File: src/rtl/core/bpc_pkg.sv
// Shared types and constants for the barometric pressure compensation unit.
// Holds the microcode control word layout, calibration register layout and flags.
// No dependencies.
package bpc_pkg;

  localparam int unsigned CFG_W     = 16;
  localparam int unsigned CFG_IDX_W = 3;

  // Calibration register indexes
  localparam logic [CFG_IDX_W-1:0] CFG_PRES_SENS  = 3'd0;
  localparam logic [CFG_IDX_W-1:0] CFG_PRES_OFF   = 3'd1;
  localparam logic [CFG_IDX_W-1:0] CFG_SENS_TC    = 3'd2;
  localparam logic [CFG_IDX_W-1:0] CFG_OFF_TC     = 3'd3;
  localparam logic [CFG_IDX_W-1:0] CFG_REF_TEMP   = 3'd4;
  localparam logic [CFG_IDX_W-1:0] CFG_TEMP_COEFF = 3'd5;

  localparam int unsigned RAW_W   = 24;
  localparam int unsigned HALF_W  = 12;
  localparam int unsigned DT_W    = 25;
  localparam int unsigned TEMP_W  = 15;
  localparam int unsigned PRES_W  = 17;
  localparam int unsigned ALU_W   = 64;
  localparam int unsigned OS_W    = 50;
  localparam int unsigned MUL_A_W = 36;
  localparam int unsigned MUL_B_W = 18;
  localparam int unsigned PROD_W  = MUL_A_W + MUL_B_W;
  localparam int unsigned SHAMT_W = 5;
  localparam int unsigned PC_W    = 5;

  localparam logic [PC_W-1:0] LAST_STEP = 5'd23;

  localparam int signed TEMP_REF = 2000;
  localparam int signed TEMP_LOW = -1500;
  localparam int signed TEMP_MIN = -4000;
  localparam int signed TEMP_MAX = 8500;

  typedef struct packed {
    logic [CFG_W-1:0] pres_sens;
    logic [CFG_W-1:0] pres_off;
    logic [CFG_W-1:0] sens_tc;
    logic [CFG_W-1:0] off_tc;
    logic [CFG_W-1:0] ref_temp;
    logic [CFG_W-1:0] temp_coeff;
  } cfg_regs_t;

  typedef enum logic [1:0] {
    MA_DT,
    MA_SENS,
    MA_D,
    MA_E
  } mul_a_sel_e;

  typedef enum logic [3:0] {
    MB_C6,
    MB_C4,
    MB_C3,
    MB_DT_LO,
    MB_DT_HI,
    MB_D5,
    MB_E7,
    MB_E11,
    MB_RAW_LO,
    MB_RAW_HI
  } mul_b_sel_e;

  typedef enum logic [2:0] {
    X_ZERO,
    X_ACC,
    X_OFF,
    X_SENS,
    X_C2S16,
    X_C1S15,
    X_TREF
  } alu_x_e;

  typedef enum logic [2:0] {
    Y_PROD,
    Y_PROD12,
    Y_ACC,
    Y_SENS,
    Y_OFF
  } alu_y_e;

  typedef enum logic [1:0] {
    DST_NONE,
    DST_ACC,
    DST_OFF,
    DST_SENS
  } alu_dst_e;

  typedef enum logic [2:0] {
    J_NONE,
    J_PRESSURE,
    J_ACC_GE_REF,
    J_TEMP_GE_REF,
    J_TEMP_GE_LOW
  } jump_e;

  typedef struct packed {
    mul_a_sel_e         mul_a;
    mul_b_sel_e         mul_b;
    alu_x_e             alu_x;
    alu_y_e             alu_y;
    logic               alu_sub;
    logic [SHAMT_W-1:0] alu_shift;
    alu_dst_e           dst;
    logic               dt_wr;
    logic               temp_wr;
    logic               pres_wr;
    jump_e              jmp;
    logic [PC_W-1:0]    target;
    logic               done;
  } ctrl_word_t;

  localparam ctrl_word_t CW_NOP = '0;

  typedef struct packed {
    logic is_pressure;
    logic acc_ge_ref;
    logic temp_ge_ref;
    logic temp_ge_low;
  } dp_flags_t;

  typedef enum logic {
    SEQ_IDLE,
    SEQ_RUN
  } seq_state_e;

endpackage

File: src/rtl/core/bpc_ucode_rom.sv
// Microprogram store: one control word per step for temperature and pressure items.
// Depends on bpc_pkg.
module bpc_ucode_rom (
  input  logic [bpc_pkg::PC_W-1:0] pc_i,
  output bpc_pkg::ctrl_word_t      cw_o
);
  import bpc_pkg::*;

  localparam logic [PC_W-1:0] STEP_T_STORE = 5'd7;
  localparam logic [PC_W-1:0] STEP_P_ENTRY = 5'd9;
  localparam logic [PC_W-1:0] STEP_P_FINAL = 5'd16;

  localparam logic [SHAMT_W-1:0] SH_TEMP = 5'd23;
  localparam logic [SHAMT_W-1:0] SH_SQ   = 5'd31;
  localparam logic [SHAMT_W-1:0] SH_OFF  = 5'd7;
  localparam logic [SHAMT_W-1:0] SH_SENS = 5'd8;
  localparam logic [SHAMT_W-1:0] SH_MUL  = 5'd21;
  localparam logic [SHAMT_W-1:0] SH_OUT  = 5'd15;
  localparam logic [SHAMT_W-1:0] SH_HALF = 5'd1;
  localparam logic [SHAMT_W-1:0] SH_QTR  = 5'd2;

  always_comb begin
    cw_o = CW_NOP;
    case (pc_i)
      // temperature item
      5'd0: begin
        cw_o.jmp    = J_PRESSURE;
        cw_o.target = STEP_P_ENTRY;
      end
      5'd1: begin
        cw_o.dt_wr = 1'b1;
      end
      5'd2: begin
        cw_o.mul_a = MA_DT;
        cw_o.mul_b = MB_C6;
      end
      5'd3: begin
        cw_o.alu_x     = X_TREF;
        cw_o.alu_y     = Y_PROD;
        cw_o.alu_shift = SH_TEMP;
        cw_o.dst       = DST_ACC;
        cw_o.mul_a     = MA_DT;
        cw_o.mul_b     = MB_DT_LO;
      end
      5'd4: begin
        // sens holds dT squared as scratch on this path
        cw_o.alu_x = X_ZERO;
        cw_o.alu_y = Y_PROD;
        cw_o.dst   = DST_SENS;
        cw_o.mul_a = MA_DT;
        cw_o.mul_b = MB_DT_HI;
      end
      5'd5: begin
        cw_o.alu_x  = X_SENS;
        cw_o.alu_y  = Y_PROD12;
        cw_o.dst    = DST_SENS;
        cw_o.jmp    = J_ACC_GE_REF;
        cw_o.target = STEP_T_STORE;
      end
      5'd6: begin
        cw_o.alu_x     = X_ACC;
        cw_o.alu_y     = Y_SENS;
        cw_o.alu_sub   = 1'b1;
        cw_o.alu_shift = SH_SQ;
        cw_o.dst       = DST_ACC;
      end
      5'd7: begin
        cw_o.temp_wr = 1'b1;
      end
      5'd8: begin
        cw_o.done = 1'b1;
      end
      // pressure item
      5'd9: begin
        cw_o.mul_a = MA_DT;
        cw_o.mul_b = MB_C4;
      end
      5'd10: begin
        cw_o.alu_x     = X_C2S16;
        cw_o.alu_y     = Y_PROD;
        cw_o.alu_shift = SH_OFF;
        cw_o.dst       = DST_OFF;
        cw_o.mul_a     = MA_DT;
        cw_o.mul_b     = MB_C3;
      end
      5'd11: begin
        cw_o.alu_x     = X_C1S15;
        cw_o.alu_y     = Y_PROD;
        cw_o.alu_shift = SH_SENS;
        cw_o.dst       = DST_SENS;
        cw_o.mul_a     = MA_D;
        cw_o.mul_b     = MB_D5;
        cw_o.jmp       = J_TEMP_GE_REF;
        cw_o.target    = STEP_P_FINAL;
      end
      5'd12: begin
        // hold 5*d*d in the product register for the next step
        cw_o.alu_x     = X_OFF;
        cw_o.alu_y     = Y_PROD;
        cw_o.alu_sub   = 1'b1;
        cw_o.alu_shift = SH_HALF;
        cw_o.dst       = DST_OFF;
        cw_o.mul_a     = MA_D;
        cw_o.mul_b     = MB_D5;
      end
      5'd13: begin
        cw_o.alu_x     = X_SENS;
        cw_o.alu_y     = Y_PROD;
        cw_o.alu_sub   = 1'b1;
        cw_o.alu_shift = SH_QTR;
        cw_o.dst       = DST_SENS;
        cw_o.mul_a     = MA_E;
        cw_o.mul_b     = MB_E7;
        cw_o.jmp       = J_TEMP_GE_LOW;
        cw_o.target    = STEP_P_FINAL;
      end
      5'd14: begin
        cw_o.alu_x   = X_OFF;
        cw_o.alu_y   = Y_PROD;
        cw_o.alu_sub = 1'b1;
        cw_o.dst     = DST_OFF;
        cw_o.mul_a   = MA_E;
        cw_o.mul_b   = MB_E11;
      end
      5'd15: begin
        cw_o.alu_x     = X_SENS;
        cw_o.alu_y     = Y_PROD;
        cw_o.alu_sub   = 1'b1;
        cw_o.alu_shift = SH_HALF;
        cw_o.dst       = DST_SENS;
      end
      5'd16: begin
        cw_o.mul_a = MA_SENS;
        cw_o.mul_b = MB_RAW_LO;
      end
      5'd17: begin
        cw_o.alu_x = X_ZERO;
        cw_o.alu_y = Y_PROD;
        cw_o.dst   = DST_ACC;
        cw_o.mul_a = MA_SENS;
        cw_o.mul_b = MB_RAW_HI;
      end
      5'd18: begin
        cw_o.alu_x = X_ACC;
        cw_o.alu_y = Y_PROD12;
        cw_o.dst   = DST_ACC;
      end
      5'd19: begin
        cw_o.alu_x     = X_ZERO;
        cw_o.alu_y     = Y_ACC;
        cw_o.alu_shift = SH_MUL;
        cw_o.dst       = DST_ACC;
      end
      5'd20: begin
        cw_o.alu_x   = X_ACC;
        cw_o.alu_y   = Y_OFF;
        cw_o.alu_sub = 1'b1;
        cw_o.dst     = DST_ACC;
      end
      5'd21: begin
        cw_o.alu_x     = X_ZERO;
        cw_o.alu_y     = Y_ACC;
        cw_o.alu_shift = SH_OUT;
        cw_o.dst       = DST_ACC;
      end
      5'd22: begin
        cw_o.pres_wr = 1'b1;
      end
      5'd23: begin
        cw_o.done = 1'b1;
      end
      default: begin
        cw_o.done = 1'b1;
      end
    endcase
  end

endmodule

File: src/rtl/core/bpc_sequencer.sv
// Step counter, conditional jumps and input handshake for the compensation microprogram.
// Depends on bpc_pkg.
module bpc_sequencer (
  input  logic                     clk_i,
  input  logic                     rst_ni,
  input  logic                     in_valid_i,
  output logic                     in_stall_o,
  input  logic                     out_free_i,
  input  bpc_pkg::ctrl_word_t      cw_i,
  input  bpc_pkg::dp_flags_t       flags_i,
  output logic [bpc_pkg::PC_W-1:0] pc_o,
  output logic                     load_o,
  output logic                     step_en_o,
  output logic                     finish_o
);
  import bpc_pkg::*;

  seq_state_e      state_q, state_d;
  logic [PC_W-1:0] pc_q, pc_d;
  logic            taken;

  always_ff @(posedge clk_i or negedge rst_ni) begin
    if (!rst_ni) begin
      state_q <= SEQ_IDLE;
      pc_q    <= '0;
    end else begin
      state_q <= state_d;
      pc_q    <= pc_d;
    end
  end

  always_comb begin
    case (cw_i.jmp)
      J_NONE:        taken = 1'b0;
      J_PRESSURE:    taken = flags_i.is_pressure;
      J_ACC_GE_REF:  taken = flags_i.acc_ge_ref;
      J_TEMP_GE_REF: taken = flags_i.temp_ge_ref;
      J_TEMP_GE_LOW: taken = flags_i.temp_ge_low;
      default:       taken = 1'b0;
    endcase
  end

  always_comb begin
    state_d    = state_q;
    pc_d       = pc_q;
    in_stall_o = 1'b1;
    load_o     = 1'b0;
    step_en_o  = 1'b0;
    finish_o   = 1'b0;
    case (state_q)
      SEQ_IDLE: begin
        in_stall_o = 1'b0;
        if (in_valid_i) begin
          load_o  = 1'b1;
          pc_d    = '0;
          state_d = SEQ_RUN;
        end
      end
      SEQ_RUN: begin
        if (cw_i.done) begin
          // hold on the last step until the output register frees up
          if (out_free_i) begin
            finish_o = 1'b1;
            state_d  = SEQ_IDLE;
          end
        end else begin
          step_en_o = 1'b1;
          pc_d      = taken ? cw_i.target : pc_q + PC_W'(1);
        end
      end
      default: state_d = SEQ_IDLE;
    endcase
  end

  assign pc_o = pc_q;

  assert property (@(posedge clk_i) disable iff (!rst_ni)
    load_o |=> (state_q == SEQ_RUN) && (pc_q == '0))
    else $error("program did not start at step zero after a transaction");

  assert property (@(posedge clk_i) disable iff (!rst_ni)
    (state_q == SEQ_RUN) |-> (pc_q <= LAST_STEP))
    else $error("step counter ran past the program");

  assert property (@(posedge clk_i) disable iff (!rst_ni)
    (state_q == SEQ_RUN) && cw_i.done && !out_free_i |=> (state_q == SEQ_RUN) && $stable(pc_q))
    else $error("finished item dropped while the output was blocked");

endmodule

File: src/rtl/core/bpc_datapath.sv
// Datapath: shared 36x18 multiplier, 64-bit add/shift unit with truncating shifts,
// scratch and state registers. Depends on bpc_pkg.
module bpc_datapath #(
  parameter int unsigned ADC_WIDTH = 24
) (
  input  logic                               clk_i,
  input  logic                               rst_ni,
  input  logic                               load_i,
  input  logic                               kind_i,
  input  logic [ADC_WIDTH-1:0]               raw_i,
  input  logic                               step_en_i,
  input  bpc_pkg::ctrl_word_t                cw_i,
  input  bpc_pkg::cfg_regs_t                 cfg_i,
  output bpc_pkg::dp_flags_t                 flags_o,
  output logic signed [bpc_pkg::TEMP_W-1:0]  temp_o,
  output logic [bpc_pkg::PRES_W-1:0]         pres_o,
  output logic                               kind_o
);
  import bpc_pkg::*;

  logic                       kind_q;
  logic [ADC_WIDTH-1:0]       raw_q;
  logic signed [DT_W-1:0]     dt_q;
  logic signed [TEMP_W-1:0]   temp_q;
  logic [PRES_W-1:0]          pres_q;
  logic signed [ALU_W-1:0]    acc_q;
  logic signed [OS_W-1:0]     off_q;
  logic signed [OS_W-1:0]     sens_q;
  logic signed [PROD_W-1:0]   prod_q;

  logic [RAW_W-1:0]           raw_full;
  logic signed [DT_W-1:0]     dt_new;
  logic signed [MUL_B_W-1:0]  temp_ext, d_val, e_val, d5, e7, e11;
  logic signed [MUL_A_W-1:0]  mul_a;
  logic signed [MUL_B_W-1:0]  mul_b;
  logic signed [PROD_W-1:0]   prod_d;

  logic signed [ALU_W-1:0]    x_val, y_val, y_shr, y_add, alu_res;
  logic [ALU_W-1:0]           low_mask;
  logic                       round_up, carry_in;

  logic signed [TEMP_W-1:0]   temp_clamp;
  logic [PRES_W-1:0]          pres_clamp;

  assign raw_full = RAW_W'(raw_q);
  assign dt_new   = $signed({1'b0, raw_full}) - $signed({1'b0, cfg_i.ref_temp, 8'b0});

  // second-order terms: d = T - 20.00 C, e = T + 15.00 C, small constant multiples
  always_comb begin
    temp_ext = MUL_B_W'(temp_q);
    d_val    = temp_ext - $signed(MUL_B_W'(TEMP_REF));
    e_val    = temp_ext - $signed(MUL_B_W'(TEMP_LOW));
    d5       = (d_val <<< 2) + d_val;
    e7       = (e_val <<< 3) - e_val;
    e11      = (e_val <<< 3) + (e_val <<< 1) + e_val;
  end

  always_comb begin
    case (cw_i.mul_a)
      MA_DT:   mul_a = MUL_A_W'(dt_q);
      MA_SENS: mul_a = $signed(sens_q[MUL_A_W-1:0]);
      MA_D:    mul_a = MUL_A_W'(d_val);
      MA_E:    mul_a = MUL_A_W'(e_val);
      default: mul_a = '0;
    endcase
  end

  always_comb begin
    case (cw_i.mul_b)
      MB_C6:     mul_b = $signed(MUL_B_W'(cfg_i.temp_coeff));
      MB_C4:     mul_b = $signed(MUL_B_W'(cfg_i.off_tc));
      MB_C3:     mul_b = $signed(MUL_B_W'(cfg_i.sens_tc));
      MB_DT_LO:  mul_b = $signed(MUL_B_W'(dt_q[HALF_W-1:0]));
      MB_DT_HI:  mul_b = MUL_B_W'($signed(dt_q[DT_W-1:HALF_W]));
      MB_D5:     mul_b = d5;
      MB_E7:     mul_b = e7;
      MB_E11:    mul_b = e11;
      MB_RAW_LO: mul_b = $signed(MUL_B_W'(raw_full[HALF_W-1:0]));
      MB_RAW_HI: mul_b = $signed(MUL_B_W'(raw_full[RAW_W-1:HALF_W]));
      default:   mul_b = '0;
    endcase
  end

  assign prod_d = mul_a * mul_b;

  always_comb begin
    case (cw_i.alu_x)
      X_ZERO:  x_val = '0;
      X_ACC:   x_val = acc_q;
      X_OFF:   x_val = ALU_W'(off_q);
      X_SENS:  x_val = ALU_W'(sens_q);
      X_C2S16: x_val = $signed(ALU_W'({cfg_i.pres_off, 16'b0}));
      X_C1S15: x_val = $signed(ALU_W'({cfg_i.pres_sens, 15'b0}));
      X_TREF:  x_val = $signed(ALU_W'(TEMP_REF));
      default: x_val = '0;
    endcase
  end

  always_comb begin
    case (cw_i.alu_y)
      Y_PROD:   y_val = ALU_W'(prod_q);
      Y_PROD12: y_val = ALU_W'(prod_q) <<< HALF_W;
      Y_ACC:    y_val = acc_q;
      Y_SENS:   y_val = ALU_W'(sens_q);
      Y_OFF:    y_val = ALU_W'(off_q);
      default:  y_val = '0;
    endcase
  end

  // truncating shift: round a negative operand toward zero through the carry-in
  always_comb begin
    y_shr    = y_val >>> cw_i.alu_shift;
    low_mask = (ALU_W'(1) << cw_i.alu_shift) - ALU_W'(1);
    round_up = y_val[ALU_W-1] && ((y_val & low_mask) != '0);
    y_add    = cw_i.alu_sub ? ~y_shr : y_shr;
    carry_in = cw_i.alu_sub ? ~round_up : round_up;
    alu_res  = x_val + y_add + ALU_W'(carry_in);
  end

  always_comb begin
    if (acc_q < $signed(ALU_W'(TEMP_MIN))) begin
      temp_clamp = $signed(TEMP_W'(TEMP_MIN));
    end else if (acc_q > $signed(ALU_W'(TEMP_MAX))) begin
      temp_clamp = $signed(TEMP_W'(TEMP_MAX));
    end else begin
      temp_clamp = acc_q[TEMP_W-1:0];
    end
    if (acc_q[ALU_W-1]) begin
      pres_clamp = '0;
    end else if (acc_q[ALU_W-2:PRES_W] != '0) begin
      pres_clamp = '1;
    end else begin
      pres_clamp = acc_q[PRES_W-1:0];
    end
  end

  always_ff @(posedge clk_i or negedge rst_ni) begin
    if (!rst_ni) begin
      dt_q   <= '0;
      temp_q <= '0;
      pres_q <= '0;
    end else if (step_en_i) begin
      if (cw_i.dt_wr) begin
        dt_q <= dt_new;
      end
      if (cw_i.temp_wr) begin
        temp_q <= temp_clamp;
      end
      if (cw_i.pres_wr) begin
        pres_q <= pres_clamp;
      end
    end
  end

  always_ff @(posedge clk_i) begin
    if (load_i) begin
      kind_q <= kind_i;
      raw_q  <= raw_i;
    end
    if (step_en_i) begin
      prod_q <= prod_d;
      case (cw_i.dst)
        DST_NONE: ;
        DST_ACC:  acc_q  <= alu_res;
        DST_OFF:  off_q  <= alu_res[OS_W-1:0];
        DST_SENS: sens_q <= alu_res[OS_W-1:0];
        default:  ;
      endcase
    end
  end

  always_comb begin
    flags_o.is_pressure = kind_q;
    flags_o.acc_ge_ref  = acc_q >= $signed(ALU_W'(TEMP_REF));
    flags_o.temp_ge_ref = temp_q >= $signed(TEMP_W'(TEMP_REF));
    flags_o.temp_ge_low = temp_q >= $signed(TEMP_W'(TEMP_LOW));
  end

  assign temp_o = temp_q;
  assign pres_o = pres_q;
  assign kind_o = kind_q;

  assert property (@(posedge clk_i) disable iff (!rst_ni)
    (temp_q >= $signed(TEMP_W'(TEMP_MIN))) && (temp_q <= $signed(TEMP_W'(TEMP_MAX))))
    else $error("stored temperature outside its saturation range");

  assert property (@(posedge clk_i) disable iff (!rst_ni)
    step_en_i && (cw_i.mul_a == MA_SENS) |->
      (sens_q[OS_W-1:MUL_A_W-1] == '0) || (sens_q[OS_W-1:MUL_A_W-1] == '1))
    else $error("sensitivity does not fit the multiplier operand");

endmodule

File: src/rtl/core/barometric_pressure_compensation_unit.sv
// Top level of the barometric pressure compensation unit: calibration registers,
// output register, microcode sequencer, program store and datapath. Uses bpc_pkg.
//
//   channel  direction  handshake                 payload
//   in       input      in_valid_i / in_stall_o   kind_i, raw_reading_i
//   out      output     out_valid_o / out_stall_i temperature_out_o, pressure_out_o,
//                                                 pressure_updated_o
//   cfg      input      cfg_valid_i / cfg_ready_o cfg_index_i, cfg_data_i
//
// A temperature transaction runs 8 microprogram steps (9 below 20.00 C), a pressure
// transaction 12 (14 below 20.00 C, 16 below -15.00 C); the result is valid on the
// cycle after the last step, and the next input can be accepted in that same cycle.
// Every product goes through the one 36x18 multiplier, so the program length sets
// the rate. Reset clears calibration words, dT, temperature and pressure.
// A full output register holds the sequencer on its last step; the input stalls
// whenever a transaction is in progress.
module barometric_pressure_compensation_unit #(
  parameter int unsigned ADC_WIDTH = 24
) (
  input  logic                                 clk_i,
  input  logic                                 rst_ni,
  input  logic                                 in_valid_i,
  output logic                                 in_stall_o,
  input  logic                                 kind_i,
  input  logic [bpc_pkg::RAW_W-1:0]            raw_reading_i,
  output logic                                 out_valid_o,
  input  logic                                 out_stall_i,
  output logic signed [bpc_pkg::TEMP_W-1:0]    temperature_out_o,
  output logic [bpc_pkg::PRES_W-1:0]           pressure_out_o,
  output logic                                 pressure_updated_o,
  input  logic                                 cfg_valid_i,
  output logic                                 cfg_ready_o,
  input  logic [bpc_pkg::CFG_IDX_W-1:0]        cfg_index_i,
  input  logic [bpc_pkg::CFG_W-1:0]            cfg_data_i
);
  import bpc_pkg::*;

  cfg_regs_t                cfg_q;
  logic                     out_valid_q;
  logic signed [TEMP_W-1:0] out_temp_q;
  logic [PRES_W-1:0]        out_pres_q;
  logic                     out_upd_q;

  logic                     out_free;
  logic [PC_W-1:0]          pc;
  ctrl_word_t               cw;
  dp_flags_t                flags;
  logic                     load, step_en, finish;
  logic signed [TEMP_W-1:0] temp_cur;
  logic [PRES_W-1:0]        pres_cur;
  logic                     kind_cur;

  assign cfg_ready_o = 1'b1;

  always_ff @(posedge clk_i or negedge rst_ni) begin
    if (!rst_ni) begin
      cfg_q <= '0;
    end else if (cfg_valid_i && cfg_ready_o) begin
      case (cfg_index_i)
        CFG_PRES_SENS:  cfg_q.pres_sens  <= cfg_data_i;
        CFG_PRES_OFF:   cfg_q.pres_off   <= cfg_data_i;
        CFG_SENS_TC:    cfg_q.sens_tc    <= cfg_data_i;
        CFG_OFF_TC:     cfg_q.off_tc     <= cfg_data_i;
        CFG_REF_TEMP:   cfg_q.ref_temp   <= cfg_data_i;
        CFG_TEMP_COEFF: cfg_q.temp_coeff <= cfg_data_i;
        default:        ; // drop writes beyond the last register
      endcase
    end
  end

  assign out_free = !out_valid_q || !out_stall_i;

  always_ff @(posedge clk_i or negedge rst_ni) begin
    if (!rst_ni) begin
      out_valid_q <= 1'b0;
    end else if (finish) begin
      out_valid_q <= 1'b1;
    end else if (!out_stall_i) begin
      out_valid_q <= 1'b0;
    end
  end

  always_ff @(posedge clk_i) begin
    if (finish) begin
      out_temp_q <= temp_cur;
      out_pres_q <= pres_cur;
      out_upd_q  <= kind_cur;
    end
  end

  bpc_ucode_rom u_rom (
    .pc_i (pc),
    .cw_o (cw)
  );

  bpc_sequencer u_seq (
    .clk_i      (clk_i),
    .rst_ni     (rst_ni),
    .in_valid_i (in_valid_i),
    .in_stall_o (in_stall_o),
    .out_free_i (out_free),
    .cw_i       (cw),
    .flags_i    (flags),
    .pc_o       (pc),
    .load_o     (load),
    .step_en_o  (step_en),
    .finish_o   (finish)
  );

  bpc_datapath #(
    .ADC_WIDTH (ADC_WIDTH)
  ) u_dp (
    .clk_i     (clk_i),
    .rst_ni    (rst_ni),
    .load_i    (load),
    .kind_i    (kind_i),
    .raw_i     (raw_reading_i[ADC_WIDTH-1:0]),
    .step_en_i (step_en),
    .cw_i      (cw),
    .cfg_i     (cfg_q),
    .flags_o   (flags),
    .temp_o    (temp_cur),
    .pres_o    (pres_cur),
    .kind_o    (kind_cur)
  );

  assign out_valid_o        = out_valid_q;
  assign temperature_out_o  = out_temp_q;
  assign pressure_out_o     = out_pres_q;
  assign pressure_updated_o = out_upd_q;

endmodule

File: config.mk
export PLATFORM = sky130hd
export DESIGN_NAME = barometric_pressure_compensation_unit
export DESIGN_NICKNAME = d
export VERILOG_FILES = /design/src/rtl/core/bpc_pkg.sv /design/src/rtl/core/bpc_ucode_rom.sv /design/src/rtl/core/bpc_sequencer.sv /design/src/rtl/core/bpc_datapath.sv /design/src/rtl/core/barometric_pressure_compensation_unit.sv
export SDC_FILE = /design/constraint.sdc
export NUM_CORES = 2
export LEC_CHECK = 0
export BUFFER_PORTS_ARGS = -buffer_cell sky130_fd_sc_hd__buf_2
export CORE_UTILIZATION = 33
export CTS_BUF_LIST = sky130_fd_sc_hd__clkbuf_2
export DETAILED_ROUTE_END_ITERATION = 8
export SLEW_MARGIN = 20
export SYNTH_ARGS = -nofsm -noshare
export SYNTH_HDL_FRONTEND = slang
export SYNTH_HIERARCHICAL = 1
export SYNTH_SLANG_ARGS = --single-unit
export TNS_END_PERCENT = 10
File: constraint.sdc
create_clock -name clk_i -period 11.3 [get_ports clk_i]
set_clock_uncertainty 0.2 [all_clocks]
set_input_delay 2.26 -clock clk_i [delete_from_list [all_inputs] [get_ports clk_i]]
set_output_delay 2.26 -clock clk_i [all_outputs]
set_load 0.01 [all_outputs]
# Word-level counts from Yosys, hierarchy flattened
# Index checks and enable logic that the tools add are counted.
# word_totals
out_inout_bits	36
ff_bits	436
# op_classes
n_eq_ne	58
n_mul	1
shift	2
n_reduce_logical	34
add_sub_neg	11
bitwise_logic	4
magnitude_cmp	5
n_mux	37
# ops
op	n
$pmux 64 s6	1
$pmux 64 s5	1
$pmux 18 s10	1
$pmux 36 s4	1
$add 64x1->64	1
$add 64x64->64	1
$and 64x64->64	1
$ge 64x12->1 const B	1
$gt 64x15->1 const B	1
$lt 64x13->1 const B	1
$mux 64	1
$not 64->64	1
$reduce_bool 64->1	1
$shl 1x5->64 const A	1
$sshr 64x5->64	1
$sub 64x2->64 const B	1
$pmux 6 s10	1
$add 18x18->18	3
$mul 36x18->54	1
$pmux 6 s9	1
$reduce_bool 46->1	1
$pmux 5 s8	1
$eq 5x4->1 const B	7
$eq 5x5->1 const B	7
43 further kinds	114

# Longest topological paths before layout
# depth
ltp_word	11
mapped_depth	44
mapped_depth_nobuf	41

# Cells and area by module
# The synthesis kept the hierarchy.
# modules_own_cells
mod	cells_each	seq_area_each_um2	area_per_inst_um2	instances
bpc_datapath	5482	8723.4	49010.8	1
barometric_pressure_compensation_unit	246	3418.3	4719.5	1
bpc_ucode_rom	123	0.0	688.2	1
bpc_sequencer	47	150.1	431.7	1

# Worst setup path before layout
# Ideal clock, no wire load.
# synth_path
path_type	reg-to-reg
from	register u_dp.temp_q[2], in the netlist u_dp/temp_o[2]
to	register u_dp.prod_q[46] (data pin)
setup_ps	265
synth_period_minus_slack_ps	10823
path_buffers	2
required_ps	10835
path_slack_ps	477
arrival_ps	10357
stages_incl_launch_ff	42
cell_sequence	dfrtp_1 > clkbuf_1 > inv_1 > ha_1 > nor2b_1 > nor2_1 > xor2_1 > inv_1 > fa_1 > inv_1 > ha_1 > a21o_1 > a21oi_1 > nor2b_1 > nor2_1 > nor2b_1 > o41ai_1 > mux2i_1 > (+6 left out) > inv_1 > fa_1 > fa_1 > fa_1 > inv_1 > fa_1 > inv_1 > ha_1 > nand4_1 > or2_2 > o221a_2 > a31oi_1 > a41oi_1 > o21ai_0 > a221o_1 > a31o_2 > nor4b_1 > or3_1
# synth_between
elab_chain_len	5
# synth_lines
item	line	source
start: declaration	bpc_datapath.sv:24	logic signed [TEMP_W-1:0] temp_q;
start signal: assignment	bpc_datapath.sv:147	temp_q <= temp_clamp;
$sub 15x12->16	bpc_datapath.sv:52	e_val = temp_ext - $signed(MUL_B_W'(TEMP_LOW));
$add 18x18->18 (2 in a row)	bpc_datapath.sv:55	e11 = (e_val <<< 3) + (e_val <<< 1) + e_val;
$pmux 18 s10	bpc_datapath.sv:69	case (cw_i.mul_b)
$mul 36x18->54 *	bpc_datapath.sv:84	assign prod_d = mul_a * mul_b;
named net u_dp.prod_d[46]	bpc_datapath.sv:36	logic signed [PROD_W-1:0] prod_d;
end signal: assignment	bpc_datapath.sv:161	prod_q <= prod_d;
end: declaration	bpc_datapath.sv:29	logic signed [PROD_W-1:0] prod_q;
# Mark *: on every way through the listed nets, which the timed path passes. The rest lies on a longest branch.
# A chain may end at the register's enable or synchronous reset.

# Worst setup path in the final report
# layout_path
from	register u_dp.temp_q[6], in the netlist u_dp/temp_o[6]
to	register u_dp.prod_q[46] (data pin)
# Same word-level chain as after synthesis.

==> metrics.md <==
| Metric | Value |
|---|---|
| Worst Tran Pin Value | `roughly 1.2 ns` |
| Final Slew Violations | `0` |
| Primary FF master, synth | `edfxtp_1` |
| Clock Tree Root | `clkbuf_2` |
| Initial antenna violation count | `6` |
| Post-synth top area share | `0.2296` |
| Status | `finished, violations left` |
| RSZ-0062 raised after global routing | `false` |
| Crit. Startpoint | `u_dp/temp_o[6]$_DFFE_PN0P_` |
| DRT Wirelength | `187100 um` |
| CTS buffer count | `116` |
| RePlAce Congestion | `0.9830` |
| FFs w/ async S/R, synth | `0.3670` |
| Starting density of the core | `0.3324` |
| Final hold violation count | `0` |
| Main combinational cell family by area after synthesis | `adder cells` |
| Gr usage total | `0.2219` |
| Mux share of post-synthesis cell area | `0.08844` |
| Residual DRC | `58` |
| Post-route ant nets | `0` |
| Row count | `149` |
| Clk sink count | `436` |
| EDFF count, synth | `approximately 280` |
| CTS clk-pin slew, worst paths | `0.10 ns` |
| Final worst path period share | `0.9670` |
| Min-Delay Path Class | `flop to flop` |
| Synth Instances | `5898` |
| Synth Area in Compound Gates | `0.1415` |
| Critical Path End Type | `flop` |
| Avg Inst Size Synth | `9.300 sq um` |
| Placed Cells | `8018` |
| HPWL Detailed | `148100 um` |
| Final min period | `10.93 ns` |
| Crit Path Class | `flop to flop` |
| Syn_nets | `6841` |
| First-pass GRT wire length | `~290000 um` |
| Failing checks | `DRC` |
| Placed Instance Area | `58200 sq um` |
| Xor and xnor area share after synthesis | `0.04083` |
| Cell mode on critical path | `fa_1` |
| Clock Latency Late Sink | `between 1.5 and 2 ns` |
| Grt ovf | `0` |
| Slew headroom | `0.2081` |
| Ys Warns | `6` |
| Max Fclk | `between 0.09 and 0.1 GHz` |
| Top post-synthesis cells by area | `fa_1 (23%), edfxtp_1 (15%), dfrtp_1 (7.3%)` |
| Final worst slack | `0.3730 ns` |
| Routed wire per std cell | `22.68 um` |
| 1st-iter DRT viols | `4508` |
| Crit Reg-Reg Startpoint | `u_dp/temp_o[6]$_DFFE_PN0P_` |
| Sequential-to-total area share from yosys stat | `0.2241` |
| Synth cell types | `112` |
| Vias in the first global route | `between 40k and 50k` |
| # H-tree levels | `3` |
| Post-synth top area cell | `fa_1` |
| Worst slack, placed | `0.09952 ns` |
| Worst EP required | `12.28 ns` |
| I/O pin cnt | `85` |
| DIE WIDTH | `~410 um` |
| Layout Cells excl Fill | `between 8k and 9k` |
| Total number of vias | `45.03k` |
| Synth Area in Simple Gates | `0.1306` |
| Crit-path slowest cell | `fa_1` |
| Core Region | `165000 sq um` |
| Max-cap viol count | `0` |
| Worst-path maximum fanout | `7` |
| Final Cell Area | `59640 sq um` |
| 1st-pass router iterations | `9` |
| Die area | `167800 sq um` |
| Final net count | `6902` |
| Worst hold start | `u_dp/pres_o[14]$_DFFE_PN0P_` |
| Synth-to-Final Area Change | `8.737%` |
| Post-synthesis register bit count | `436` |
| Share of layout cells above drive strength 1 | `0.1277` |
| Buffers on Ports | `83` |
| Fin Setup TNS | `0 ns` |
| CTS tree | `yes` |
| Synth Area in Adders | `0.2900` |
| Setup violators final | `0` |
| Clock buffer depth | `3` |
| Critical Path Max Stage Delay | `between 0.5 and 0.6 ns` |
| Fill count | `between 15k and 20k` |
| Via-to-Cell Ratio | `5.460` |
| Cell Area, Synth | `54850 sq um` |
| Largest net degree at the start of global routing | `85` |
| Critical Path Source Type | `flop` |
| Die height | `409.7 um` |
| Critical Path AT | `about 12 ns` |
[path summary, 6_finish.rpt]
path	depth (start not counted)	end	slack, ns
max	36	u_dp/prod_q[46]$_DFFE_PP_	0.37
min	0	pressure_out_o[14]$_DFFE_PP_	0.25
max reg2reg	36	u_dp/prod_q[46]$_DFFE_PP_	0.37
min reg2reg	0	pressure_out_o[14]$_DFFE_PP_	0.25
max in group asynchronous	2	cfg_q[31]$_DFFE_PN0P_	9.03
min in group asynchronous	1	u_dp/dt_q[3]$_DFFE_PN0P_	0.52
[metal layers]
layer  vias up  routed length [um]  GRT usage
li1      20060                   -          -
met1     22760               80230     0.3013
met2      1857               85850     0.3557
met3       351               13190    0.02795
met4         0                7797    0.09161
met5         -                   0          0
[area by class of cell]
class                           instances  area [sq um]  share of cell area
Sequential cell                       436         12290              0.2061
Clock buffer                          160         800.8             0.01343
Multi-Input combinational cell       4274         38290              0.6420
Clock inverter                         54         374.1            0.006273
Tap cell                             2189          2739             0.04592
Timing Repair Buffer                  264          1874             0.03143
Inverter                              867          3259             0.05465
Antenna cell                            4         10.01           0.0001678
[worst max-delay path: cells and delay by family (launching register included)]
family	cells	cell delay, ns
xor+xnor	1	0.22
fa+ha+maj	9	4.08
simple gates	12	3.01
compound gates	9	2.19
flops	1	0.39
buf+inv	5	0.44
[state kept, by name, indices dropped and copies added (netlist names)]
signal	cells
u_dp/kind_o	1
pressure_updated_o	1
u_dp/pres_o	17
u_dp/off_q	50
temperature_out_o	15
u_seq/state_q	1
u_dp/raw_full	24
u_dp/sens_q	50
cfg_q	96
u_dp/prod_q	54
u_seq/pc_o	5
u_dp/temp_o	15
u_dp/dt_q	25
pressure_out_o	17
u_dp/acc_q	64
out_valid_o	1
[placed cells by master, fill, tap and decap left out, types with 16 or more instances in the layout]
master | Yosys | routed
a22oi_1 | 138 | 138
nand4_1 | 43 | 43
a221oi_1 | 17 | 16
o21ai_0 | 192 | 187
ha_1 | 265 | 265
nor2b_1 | 98 | 92
nor4_1 | 20 | 18
nand3_1 | 73 | 72
o21a_1 | 46 | 46
fa_1 | 629 | 629
o31ai_1 | 36 | 36
clkinv_2 | 0 | 17
nand2_1 | 729 | 729
a222oi_1 | 21 | 21
and2_1 | 61 | 59
mux2_2 | 183 | 183
nand2b_1 | 66 | 66
xnor2_1 | 149 | 148
a21oi_1 | 269 | 265
a21o_1 | 93 | 93
edfxtp_1 | 276 | 276
xor2_1 | 101 | 101
a31oi_1 | 25 | 24
clkinv_1 | 5 | 30
clkbuf_2 | 0 | 160
buf_2 | 24 | 82
buf_4 | 6 | 170
and3_1 | 30 | 29
mux2i_1 | 221 | 221
mux4_2 | 25 | 25
nor3_1 | 51 | 48
o21bai_1 | 34 | 34
o211ai_1 | 20 | 20
a211oi_1 | 39 | 38
dfrtp_1 | 160 | 160
inv_1 | 859 | 856
o22ai_1 | 20 | 19
o22a_1 | 38 | 38
nor2_1 | 295 | 290
[per-stage QoR]
step                utilization  hold WS [ns]
finish                   0.3615        0.2488
global route             0.3615        0.2733
CTS                      0.3600        0.2470
detailed placement       0.3527        0.2333
global placement         0.3527        0.2314
floorplan                     -        0.2231
[logic make-up (layout without fill, tap and decap cells)]
family	Yosys count	count (layout)
AOI/OAI and AO/OA	1143	1143
adders and majority gates	894	894
muxes	430	430
and+or+nand+nor	1554	1554
xor gates and xnor gates	252	252
DFF	436	436
buffers and inverters	1188	1345
other	1	5
[synthesized netlist by cell type, types with 11 or more instances]
master     number
inv_1         859
nand2_1       729
fa_1          629
nor2_1        295
edfxtp_1      276
a21oi_1       269
ha_1          265
clkbuf_1      246
mux2i_1       221
o21ai_0       192
mux2_2        183
dfrtp_1       160
xnor2_1       149
a22oi_1       138
xor2_1        101
nor2b_1        98
a21o_1         93
nand3_1        73
nand2b_1       66
and2_1         61
nor3_1         51
o21a_1         46
nand4_1        43
a211oi_1       39
o22a_1         38
o31ai_1        36
o21bai_1       34
and3_1         30
buf_1          30
a31oi_1        25
mux4_2         25
buf_2          24
a222oi_1       21
nor4_1         20
o211ai_1       20
o22ai_1        20
a221oi_1       17
or2_2          15
or3_1          15
buf_6          14
a2bb2oi_1      12
a221o_1        11
[timing repair]
| action | CTS | global route |
|---|---|---|
| pin swaps | 1 | 6 |
| buffers inserted | 1 | 11 |
| endpoints found under the setup margin | 1 | 19 |
| resized for setup | 0 | 27 |
| hold buffers | 0 | 0 |
Power is left out: the tool's default activity adds up to more than one toggle a clock period on the data nets, which glitch-free logic cannot reach.
